## src/rtl/olrb_pkg.sv

```systemverilog
package olrb_pkg;

  // Store geometry
  localparam int BUF_DEPTH = 4096;
  localparam int PTR_W     = $clog2(BUF_DEPTH);
  localparam int STORED_W  = $clog2(BUF_DEPTH + 1);

  // Field widths
  localparam int BYTE_W  = 8;
  localparam int LEN_W   = 16;
  localparam int CNT_W   = 17;
  // Wide enough for write pointer plus depth without overflow
  localparam int POS_W   = (PTR_W + 2 > CNT_W + 1) ? PTR_W + 2 : CNT_W + 1;

  // Configuration port
  localparam int CFG_ADDR_W = 3;
  localparam int CFG_DATA_W = 32;
  localparam int REG_IDX_W  = CFG_ADDR_W - 2;
  localparam logic [REG_IDX_W-1:0] REG_SUPPRESS = '0;

  // Item opcodes
  localparam logic OP_APPEND = 1'b0;
  localparam logic OP_READ   = 1'b1;

  typedef enum logic [2:0] {
    ST_IDLE = 3'b001,
    ST_ADDR = 3'b010,
    ST_FIN  = 3'b100
  } state_t;

  // Controller to datapath commands
  typedef struct packed {
    logic append;    // store an appended byte (datapath applies suppress)
    logic capture;   // latch window count, index and valid flag
    logic mem_read;  // form the store address and read it
    logic out_load;  // move the finished read into the output registers
  } dp_cmd_t;

endpackage

```

## src/rtl/olrb_ctrl.sv

```systemverilog
module olrb_ctrl
  import olrb_pkg::*;
(
  input  logic    clk,
  input  logic    rst_n,
  input  logic    in_valid,
  input  logic    in_op,
  output logic    in_stall,
  output logic    out_valid,
  input  logic    out_stall,
  output dp_cmd_t cmd
);

  state_t state_r, state_nxt;
  logic   out_valid_r, out_valid_nxt;
  logic   accept;
  logic   out_free;

  assign accept   = in_valid && (state_r == ST_IDLE);
  assign out_free = !out_valid_r || !out_stall;
  assign in_stall = (state_r != ST_IDLE);
  assign out_valid = out_valid_r;

  always_comb begin
    state_nxt    = state_r;
    cmd          = '0;
    case (state_r)
      ST_IDLE: begin
        if (accept && (in_op == OP_APPEND)) begin
          cmd.append = 1'b1;
        end
        if (accept && (in_op == OP_READ)) begin
          cmd.capture = 1'b1;
          state_nxt   = ST_ADDR;
        end
      end
      ST_ADDR: begin
        cmd.mem_read = 1'b1;
        state_nxt    = ST_FIN;
      end
      ST_FIN: begin
        if (out_free) begin
          cmd.out_load = 1'b1;
          state_nxt    = ST_IDLE;
        end
      end
      default: begin
        state_nxt = ST_IDLE;
      end
    endcase
  end

  always_comb begin
    out_valid_nxt = out_valid_r;
    if (cmd.out_load) begin
      out_valid_nxt = 1'b1;
    end else if (!out_stall) begin
      out_valid_nxt = 1'b0;
    end
  end

  always_ff @(posedge clk) begin
    if (!rst_n) begin
      state_r     <= ST_IDLE;
      out_valid_r <= 1'b0;
    end else begin
      state_r     <= state_nxt;
      out_valid_r <= out_valid_nxt;
    end
  end

  a_load_only_in_fin: assert property (@(posedge clk) disable iff (!rst_n)
    cmd.out_load |-> (state_r == ST_FIN))
    else $error("output load outside finish state");

  a_read_reaches_fin: assert property (@(posedge clk) disable iff (!rst_n)
    cmd.capture |-> ##2 (state_r == ST_FIN))
    else $error("read did not reach finish state");

  a_fin_waits: assert property (@(posedge clk) disable iff (!rst_n)
    (state_r == ST_FIN) && !out_free |=> (state_r == ST_FIN) && out_valid_r)
    else $error("finished read lost while output blocked");

  a_one_cmd: assert property (@(posedge clk) disable iff (!rst_n)
    $onehot0({cmd.append, cmd.capture, cmd.mem_read, cmd.out_load}))
    else $error("conflicting datapath commands");

endmodule

```

## config.mk

```make
export PLATFORM = sky130hd
export DESIGN_NAME = olrb_ctrl
export DESIGN_NICKNAME = d
export VERILOG_FILES = /design/src/rtl/olrb_pkg.sv /design/src/rtl/olrb_ctrl.sv
export SDC_FILE = /design/constraint.sdc
export NUM_CORES = 1
export LEC_CHECK = 0
export ABC_CLOCK_PERIOD_IN_PS = 1200
export BUFFER_PORTS_ARGS = -buffer_cell sky130_fd_sc_hd__buf_4
export CAP_MARGIN = 40
export CORE_AREA = 8 8 45 47
export DETAILED_ROUTE_END_ITERATION = 10
export DIE_AREA = 0 0 53 55
export GPL_TIMING_DRIVEN = 0
export PLACE_DENSITY = 0.34
export SYNTH_ARGS = -nofsm -noshare
export SYNTH_HDL_FRONTEND = slang
export SYNTH_SLANG_ARGS = --single-unit
```

## constraint.sdc

```tcl
create_clock -name clk -period 1.2 [get_ports clk]
set_input_delay 0.12 -clock clk [delete_from_list [all_inputs] [get_ports clk]]
set_output_delay 0.12 -clock clk [all_outputs]
set_load 0.02 [all_outputs]
```

* Word-level counts from Yosys, hierarchy flattened *
Index checks and enable logic that the tools add are counted.

cells by class
  multiplexer cells = 11
  div/mod/pow operators = 0
  shift-type cells = 0
  multipliers = 0
  bitwise gates (word level) = 1
  reductions and logical operators = 7
  order comparisons = 0
  $add $sub $neg = 0
  equality and inequality tests = 7

operators by type and width
  operator            number
  $pmux 3 s3          1
  $mux 1              7
  $mux 3              2
  $ne 2x1->1 const B  2
  $eq 3x1->1 const B  1
  $eq 3x2->1 const B  1
  $eq 3x3->1 const B  1
  $logic_and 1x1->1   3
  $ne 3x1->1 const B  1
  $logic_not 1->1     2
  $mux 2              1
  $ne 2x2->1 const B  1
  $reduce_and 2->1    1
  $logic_or 1x1->1    1
  $not 1->1           1

storage, ports and cells
  memories kept = 0
  RAM bits = 0
  latch bits = 0
  bits in registers = 4
  ROM bits = 0
  output and inout port bits = 6

* Logic depth before layout (Yosys ltp) *
Gate-level depths: netlist of the first run.

  depth after elaboration = 5
  gate-level depth with buffers = 3
  mapped depth without buffers = 3

* Worst setup path after synthesis of the first run *
No wires, ideal clock.

  path type = reg2out
  start point = reg state_r[0]
  end point = out cmd[3] in the netlist's numbering
  slack = -0.232 ns
  data arrival time = 1.312 ns
  path buffers = 0
  stages on the path, launching flop included = 3
  required time = 1.080 ns
  cell sequence = dfxtp_1 > or3b_4 > nor3b_1

RTL lines
  element                 line             RTL
  from (decl)             olrb_ctrl.sv:14  state_t state_r, state_nxt;
  from (signal assigned)  olrb_ctrl.sv:67  state_r <= state_nxt;
  to (decl)               olrb_ctrl.sv:11  output dp_cmd_t cmd

==> flow_summary.json, run 1 <==
{
  "htree_levels": 1,
  "vias_per_cell": 3.71,
  "die-area_sq_mm": 0.00292,
  "numPortBuffers": 10,
  "die_w_microns": 53,
  "max-vdd-ir-drop_mv": 0.503,
  "min_from": "rst_n",
  "yosysMostFrequentCell": "dfxtp_1",
  "dp_hpwl_microns": 382,
  "slowest_stage": "or3b_4",
  "gr-total-overflow": 0,
  "finalHoldViolCount": 0,
  "worstSkewPairLatency_ns": 0.23,
  "routed_wl_microns": 484,
  "design_area_sq_um": 363,
  "grt_antenna_before_repair": 0,
  "power.density_mw_per_mm2": 1020,
  "r2r_slack_ns": 0.15,
  "globalplace.congestion": 0.628,
  "synth_top_area_share_pct": 42.7,
  "core_area_sq_mm": 0.00138,
  "path_clk_slew_ns": 0.03,
  "cts_tree": "yes",
  "synth_warnings": 0,
  "fin_skew_ns": 0.00139,
  "critPathArrivalTime_ns": 1.30,
  "synthTopCellsByArea": "dfxtp_1 (43%), a21oi_1 (8.0%), nand2b_1 (6.7%)",
  "crit_chain": "or3b_4, nor3b_4, buf_6",
  "drive_above_1_share_pct": 66.7,
  "place_area_sq_um": 294,
  "numCtsBuffers": 3,
  "post-synth-top-area-cell": "dfxtp_1",
  "worst-path-stages": 3,
  "worst_slew_pin_slew_ns": 0.189,
  "setup_slack_ns": -0.224,
  "die_h_microns": 55,
  "grt_max_degree": 5,
  "grt_pass1_wl_microns": 752,
  "synth_area_sq_um": 188,
  "cp.required_ns": 1.08,
  "initial_core_util_pct": 13.6,
  "reg2reg_from": "state_r[0]$_SDFFE_PN1P_",
  "cp-start-kind": "flop",
  "violations": "negative setup slack",
  "antenna_cells": 0,
  "cts_hold_buf": 0,
  "finalCritPeriodShare_pct": 119,
  "grt_use_total_pct": 4.04,
  "synth_top_flop_cell": "dfxtp_1",
  "async_flop_share_pct": 0,
  "crit_path_max_fanout": 4,
  "cts_root_buffer": "clkbuf_4",
  "seq_area_frac_synth_pct": 42.7,
  "drt_iter0_drc": 1,
  "synth_cell_types": 13,
  "routedWlPerCell_microns": 9.31,
  "netlist_instances": 20,
  "critPathTopFamily": "simple AND/OR/NAND/NOR gates",
  "syn_avg_cell_area_sq_um": 9.38,
  "rsz0062_at_grt": "yes",
  "status": "finished, violations left",
  "slew_headroom_pct": 87.4,
  "cap_violations": 0,
  "areaGrowthSynthToFinish_pct": 93.3,
  "synth_seq_cells": 4,
  "min_path_cells": 2,
  "grt_pass1_vias": 178,
  "vias": 193,
  "hold_end": "state_r[0]$_SDFFE_PN1P_",
  "critPathKind": "reg2out",
  "path_buf_inv": 1,
  "fmax_mhz": 702,
  "dp_worst_setup_slack_ns": -0.0834,
  "reg2reg_depth": 3,
  "drv_slew": 0,
  "setup_violations": 4,
  "fin_crit_ns": 1.42,
  "synthesis.nets": 25,
  "cts_sinks": 4,
  "drc_errors": 0,
  "clockBufferDepth": 2,
  "cp-end-kind": "output port",
  "num_rows": 14,
  "cpPeakStageDelay_ns": 0.42,
  "leakage_nw": 0.152,
  "fin_nets": 43,
  "drt_pre_antenna_iters": 2,
  "drtAntennaViolNets": 0,
  "ioPinCount": 11,
  "timing.rr.end": "state_r[0]$_SDFFE_PN1P_",
  "ys_top_cells_by_count": "dfxtp_1 (4), a21oi_1 (3), nand2_1 (2), nand2b_1 (2)",
  "synth-edff-count": 0,
  "worstHoldPathType": "in2reg"
}
-- per-stage QoR --
stage	util (%)	hold slack [ns]	cells	setup TNS [ns]	power, mW
detailed placement	21.2	0.326	46	-0.108	0.200
global route	26.2	0.0695	52	-0.974	0.399
global placement	21.2	0.325	46	-0.115	0.200
floorplan	-	0.212	20	0	0.172
CTS	26.2	0.0716	52	-0.767	0.382
finish	26.2	0.0834	52	-0.714	0.370
-- logic make-up after synthesis --
family / synth area share [%]
buf+inv: 4.00
flops: 42.7
compound gates: 12.0
simple gates: 41.3
-- registers in the layout, indices dropped and copies added, names as in the netlist --
| register | count |
|---|---|
| state_r | 3 |
| out_valid | 1 |
-- layout by cell type (no fill, tap or decap), types with 2 or more instances in the layout --
cell,Yosys,layout
clkbuf_4,0,3
nand2b_1,2,2
nand2_1,2,2
dfxtp_2,0,2
buf_4,1,10
a21oi_1,3,2
or3b_4,1,2
buf_6,0,4
dfxtp_1,4,2
-- per-layer routing --
| layer | vias to the layer above | GRT usage (%) | wire length [microns] |
|---|---|---|---|
| li1 | 101 | - | - |
| met1 | 84 | 3.33 | 177 |
| met2 | 8 | 4.69 | 226 |
| met3 | 0 | 4.28 | 80 |
| met4 | 0 | 5.17 | 0 |
| met5 | - | 0 | 0 |
-- timing repair --
item	4_1_cts	5_1_grt
setup endpoints to repair	4	5
pin swaps	2	0
gates resized for setup	8	0
buffers inserted	3	0
-- power by group --
| part | internal [mW] | switching [mW] | leakage [nW] |
|---|---|---|---|
| registers | 0.137 | 0.00277 | 0.0326 |
| clock network | 0.111 | 0.0489 | 0.0138 |
| logic | 0.0395 | 0.0300 | 0.106 |
-- area by class of cell --
class                   count  area [sq um]
clock buffers               3          22.5
well taps                  16          20.0
fillers                   152          1020
repair buffers             13           113
flip-flops and latches      4          82.6
multi-input cells          15           118
plain buffers               1          7.51
-- worst register-to-register path, stage by stage, from the launching register on --
cell     delay, ns
dfxtp_2       0.33
or3b_4        0.42
nor2_4        0.12
a21oi_1       0.07
-- worst max path at each step --
stage | startpoint | end | slack, ns
finish | state_r[0]$_SDFFE_PN1P_ | cmd[3] | -0.22
global route | state_r[0]$_SDFFE_PN1P_ | cmd[3] | -0.28
CTS | state_r[0]$_SDFFE_PN1P_ | cmd[3] | -0.24
detailed placement | state_r[2]$_SDFFE_PN0P_ | cmd[0] | -0.08
global placement | state_r[2]$_SDFFE_PN0P_ | cmd[0] | -0.09
floorplan | state_r[0]$_SDFFE_PN1P_ | cmd[3] | 0.01
No activity file was read; power rests on OpenSTA's default activity.
==> run 2, diff against run 1 <==
==> constraint.sdc (replaced) <==
create_clock -name clk -period 1.2 [get_ports clk]
set_input_delay 0.24 -clock clk [delete_from_list [all_inputs] [get_ports clk]]
set_output_delay 0.24 -clock clk [all_outputs]
set_load 0.02 [all_outputs]
==> run 2 against run 1 <==
- the run still ends with negative setup slack left
- clock-buffer cell count unchanged
- core utilization shrank 1.8 points
- first-iteration DRC count is 100% lower
- setup slack got worse by 0.13 ns
- critical path depth is the same
- die area stayed put
- combinational power fell by 10%
- fmax shrank 8.2%
- wire length decreased by 0.62%
- clock skew is essentially flat
- total power is 1.3% lower
- largest power group unchanged
==> flow_summary.json, run 2 (same netlist as run 1, synthesis figures left out) <==
{
  "leakage_nw": 0.132,
  "numCtsBuffers": 3,
  "cts_tree": "yes",
  "grt_max_degree": 5,
  "grt_use_total_pct": 3.98,
  "core_area_sq_mm": 0.00138,
  "largest_reg_flops": 3,
  "vias": 182,
  "regMostFlops": "state_r",
  "drt_pre_antenna_iters": 1,
  "cts_hold_buf": 0,
  "initial_core_util_pct": 13.6,
  "fin_crit_ns": 1.55,
  "status": "finished, violations left",
  "gr-total-overflow": 0,
  "cp.required_ns": 0.96,
  "power.density_mw_per_mm2": 1080,
  "combPwrFrac_pct": 17.1,
  "cp-start-kind": "flop",
  "finish.utilization_pct": 24.4,
  "layout_commonest_cell": "buf_4",
  "drc_errors": 0,
  "crit_path_max_fanout": 4,
  "grt_pass1_wl_microns": 738,
  "cap_violations": 0,
  "drive_above_1_share_pct": 68.8,
  "power_frac_seq_pct": 38.7,
  "switching_power_uw": 82.4,
  "fin_skew_ns": 0.00106,
  "path_clk_slew_ns": 0.03,
  "layout_common_cells": "buf_4 (7), clkbuf_4 (3), buf_6 (3), dfxtp_2 (3)",
  "areaGrowthSynthToFinish_pct": 80.0,
  "drt_iter0_drc": 0,
  "slowest_stage": "or3b_4",
  "max-vdd-ir-drop_mv": 0.507,
  "finalHoldViolCount": 0,
  "reg2reg_from": "state_r[0]$_SDFFE_PN1P_",
  "ioPinCount": 11,
  "numPortBuffers": 10,
  "htree_levels": 1,
  "worstSkewPairLatency_ns": 0.23,
  "fmax_mhz": 644,
  "grt_pass1_vias": 181,
  "dpl.cell_count": 46,
  "violations": "negative setup slack",
  "worst_slew_pin_slew_ns": 0.175,
  "die-area_sq_mm": 0.00292,
  "drv_slew": 0,
  "routedWlPerCell_microns": 10.0,
  "stdcell_count": 48,
  "critPathArrivalTime_ns": 1.31,
  "globalplace.congestion": 0.596,
  "die_w_microns": 53,
  "slew_headroom_pct": 88.3,
  "fin_nets": 39,
  "critPathKind": "reg2out",
  "internal_power_uw": 283,
  "min_from": "rst_n",
  "cp-end-kind": "output port",
  "postCtsSetupRepairBufs": 0,
  "vias_per_cell": 3.79,
  "setup_violations": 4,
  "path_buf_inv": 1,
  "dp_hpwl_microns": 398,
  "crit_path_start": "state_r[0]$_SDFFE_PN1P_",
  "critPathTopFamily": "simple AND/OR/NAND/NOR gates",
  "r2r_slack_ns": 0.14,
  "finalCritPeriodShare_pct": 129,
  "crit_chain": "or3b_4, nor3b_4, buf_6",
  "drtAntennaViolNets": 0,
  "grt_antenna_before_repair": 0,
  "setup_slack_ns": -0.352,
  "antenna_cells": 0,
  "cts_sinks": 4,
  "die_h_microns": 55,
  "clock_power_share_pct": 44.2,
  "num_rows": 14,
  "cts_root_buffer": "clkbuf_4",
  "worstHoldPathType": "in2reg",
  "swShare_pct": 22.6,
  "cpPeakStageDelay_ns": 0.42,
  "clockBufferDepth": 2,
  "routed_wl_microns": 481,
  "rsz0062_at_grt": "yes"
}
-- run 2: changes by cell type in the layout (fill, tap and decap cells not counted), sizes merged --
| cell | delta |
|---|---|
| buf | -4 |
-- run 2: per-stage QoR --
step	instance area (sq um)	setup TNS [ns]	hold slack, ns	power (mW)	worst slack, ns
global route	338	-1.29	0.190	0.392	-0.402
finish	338	-1.06	0.200	0.365	-0.352
global placement	294	-0.455	0.446	0.200	-0.208
detailed placement	294	-0.444	0.450	0.200	-0.208
CTS	337	-1.21	0.195	0.374	-0.367
floorplan	199	-0.191	0.332	0.172	-0.105
-- run 2: final timing paths --
check | end | cells past startpoint
setup / recovery | cmd[3] | 3
hold / removal | state_r[0]$_SDFFE_PN1P_ | 2
setup reg to reg | state_r[0]$_SDFFE_PN1P_ | 3
hold reg to reg | out_valid$_SDFFE_PN0P_ | 2
-- run 2: power by group through the flow --
stage               Clock [mW]  Sequential (mW)  Combinational (mW)
floorplan                    0            0.141              0.0313
global placement             0            0.142              0.0579
detailed placement           0            0.142              0.0583
CTS                      0.171            0.140              0.0625
global route             0.184            0.142              0.0664
finish                   0.162            0.141              0.0623
-- run 2: layout make-up --
cell class	count	area (sq um)
Tap cell	16	20.0
Multi-Input combinational cell	15	125
Sequential cell	4	83.8
Timing Repair Buffer	10	86.3
Clock buffer	3	22.5
Fill cell	158	1050
-- run 2: what timing repair did --
action                                  4_1_cts  5_1_grt
pin swaps                                     3        1
gates resized for setup                       7        2
endpoints found under the setup margin        5        5
cloned                                        0        0
-- run 2: layer usage --
metal  part of all wire [%]  GRT usage [%]  wire (microns)
met3                     16           4.55              78
met5                      0              0               0
met1                     38           3.18             183
met2                     46           4.49             219
met4                      0           5.17               0
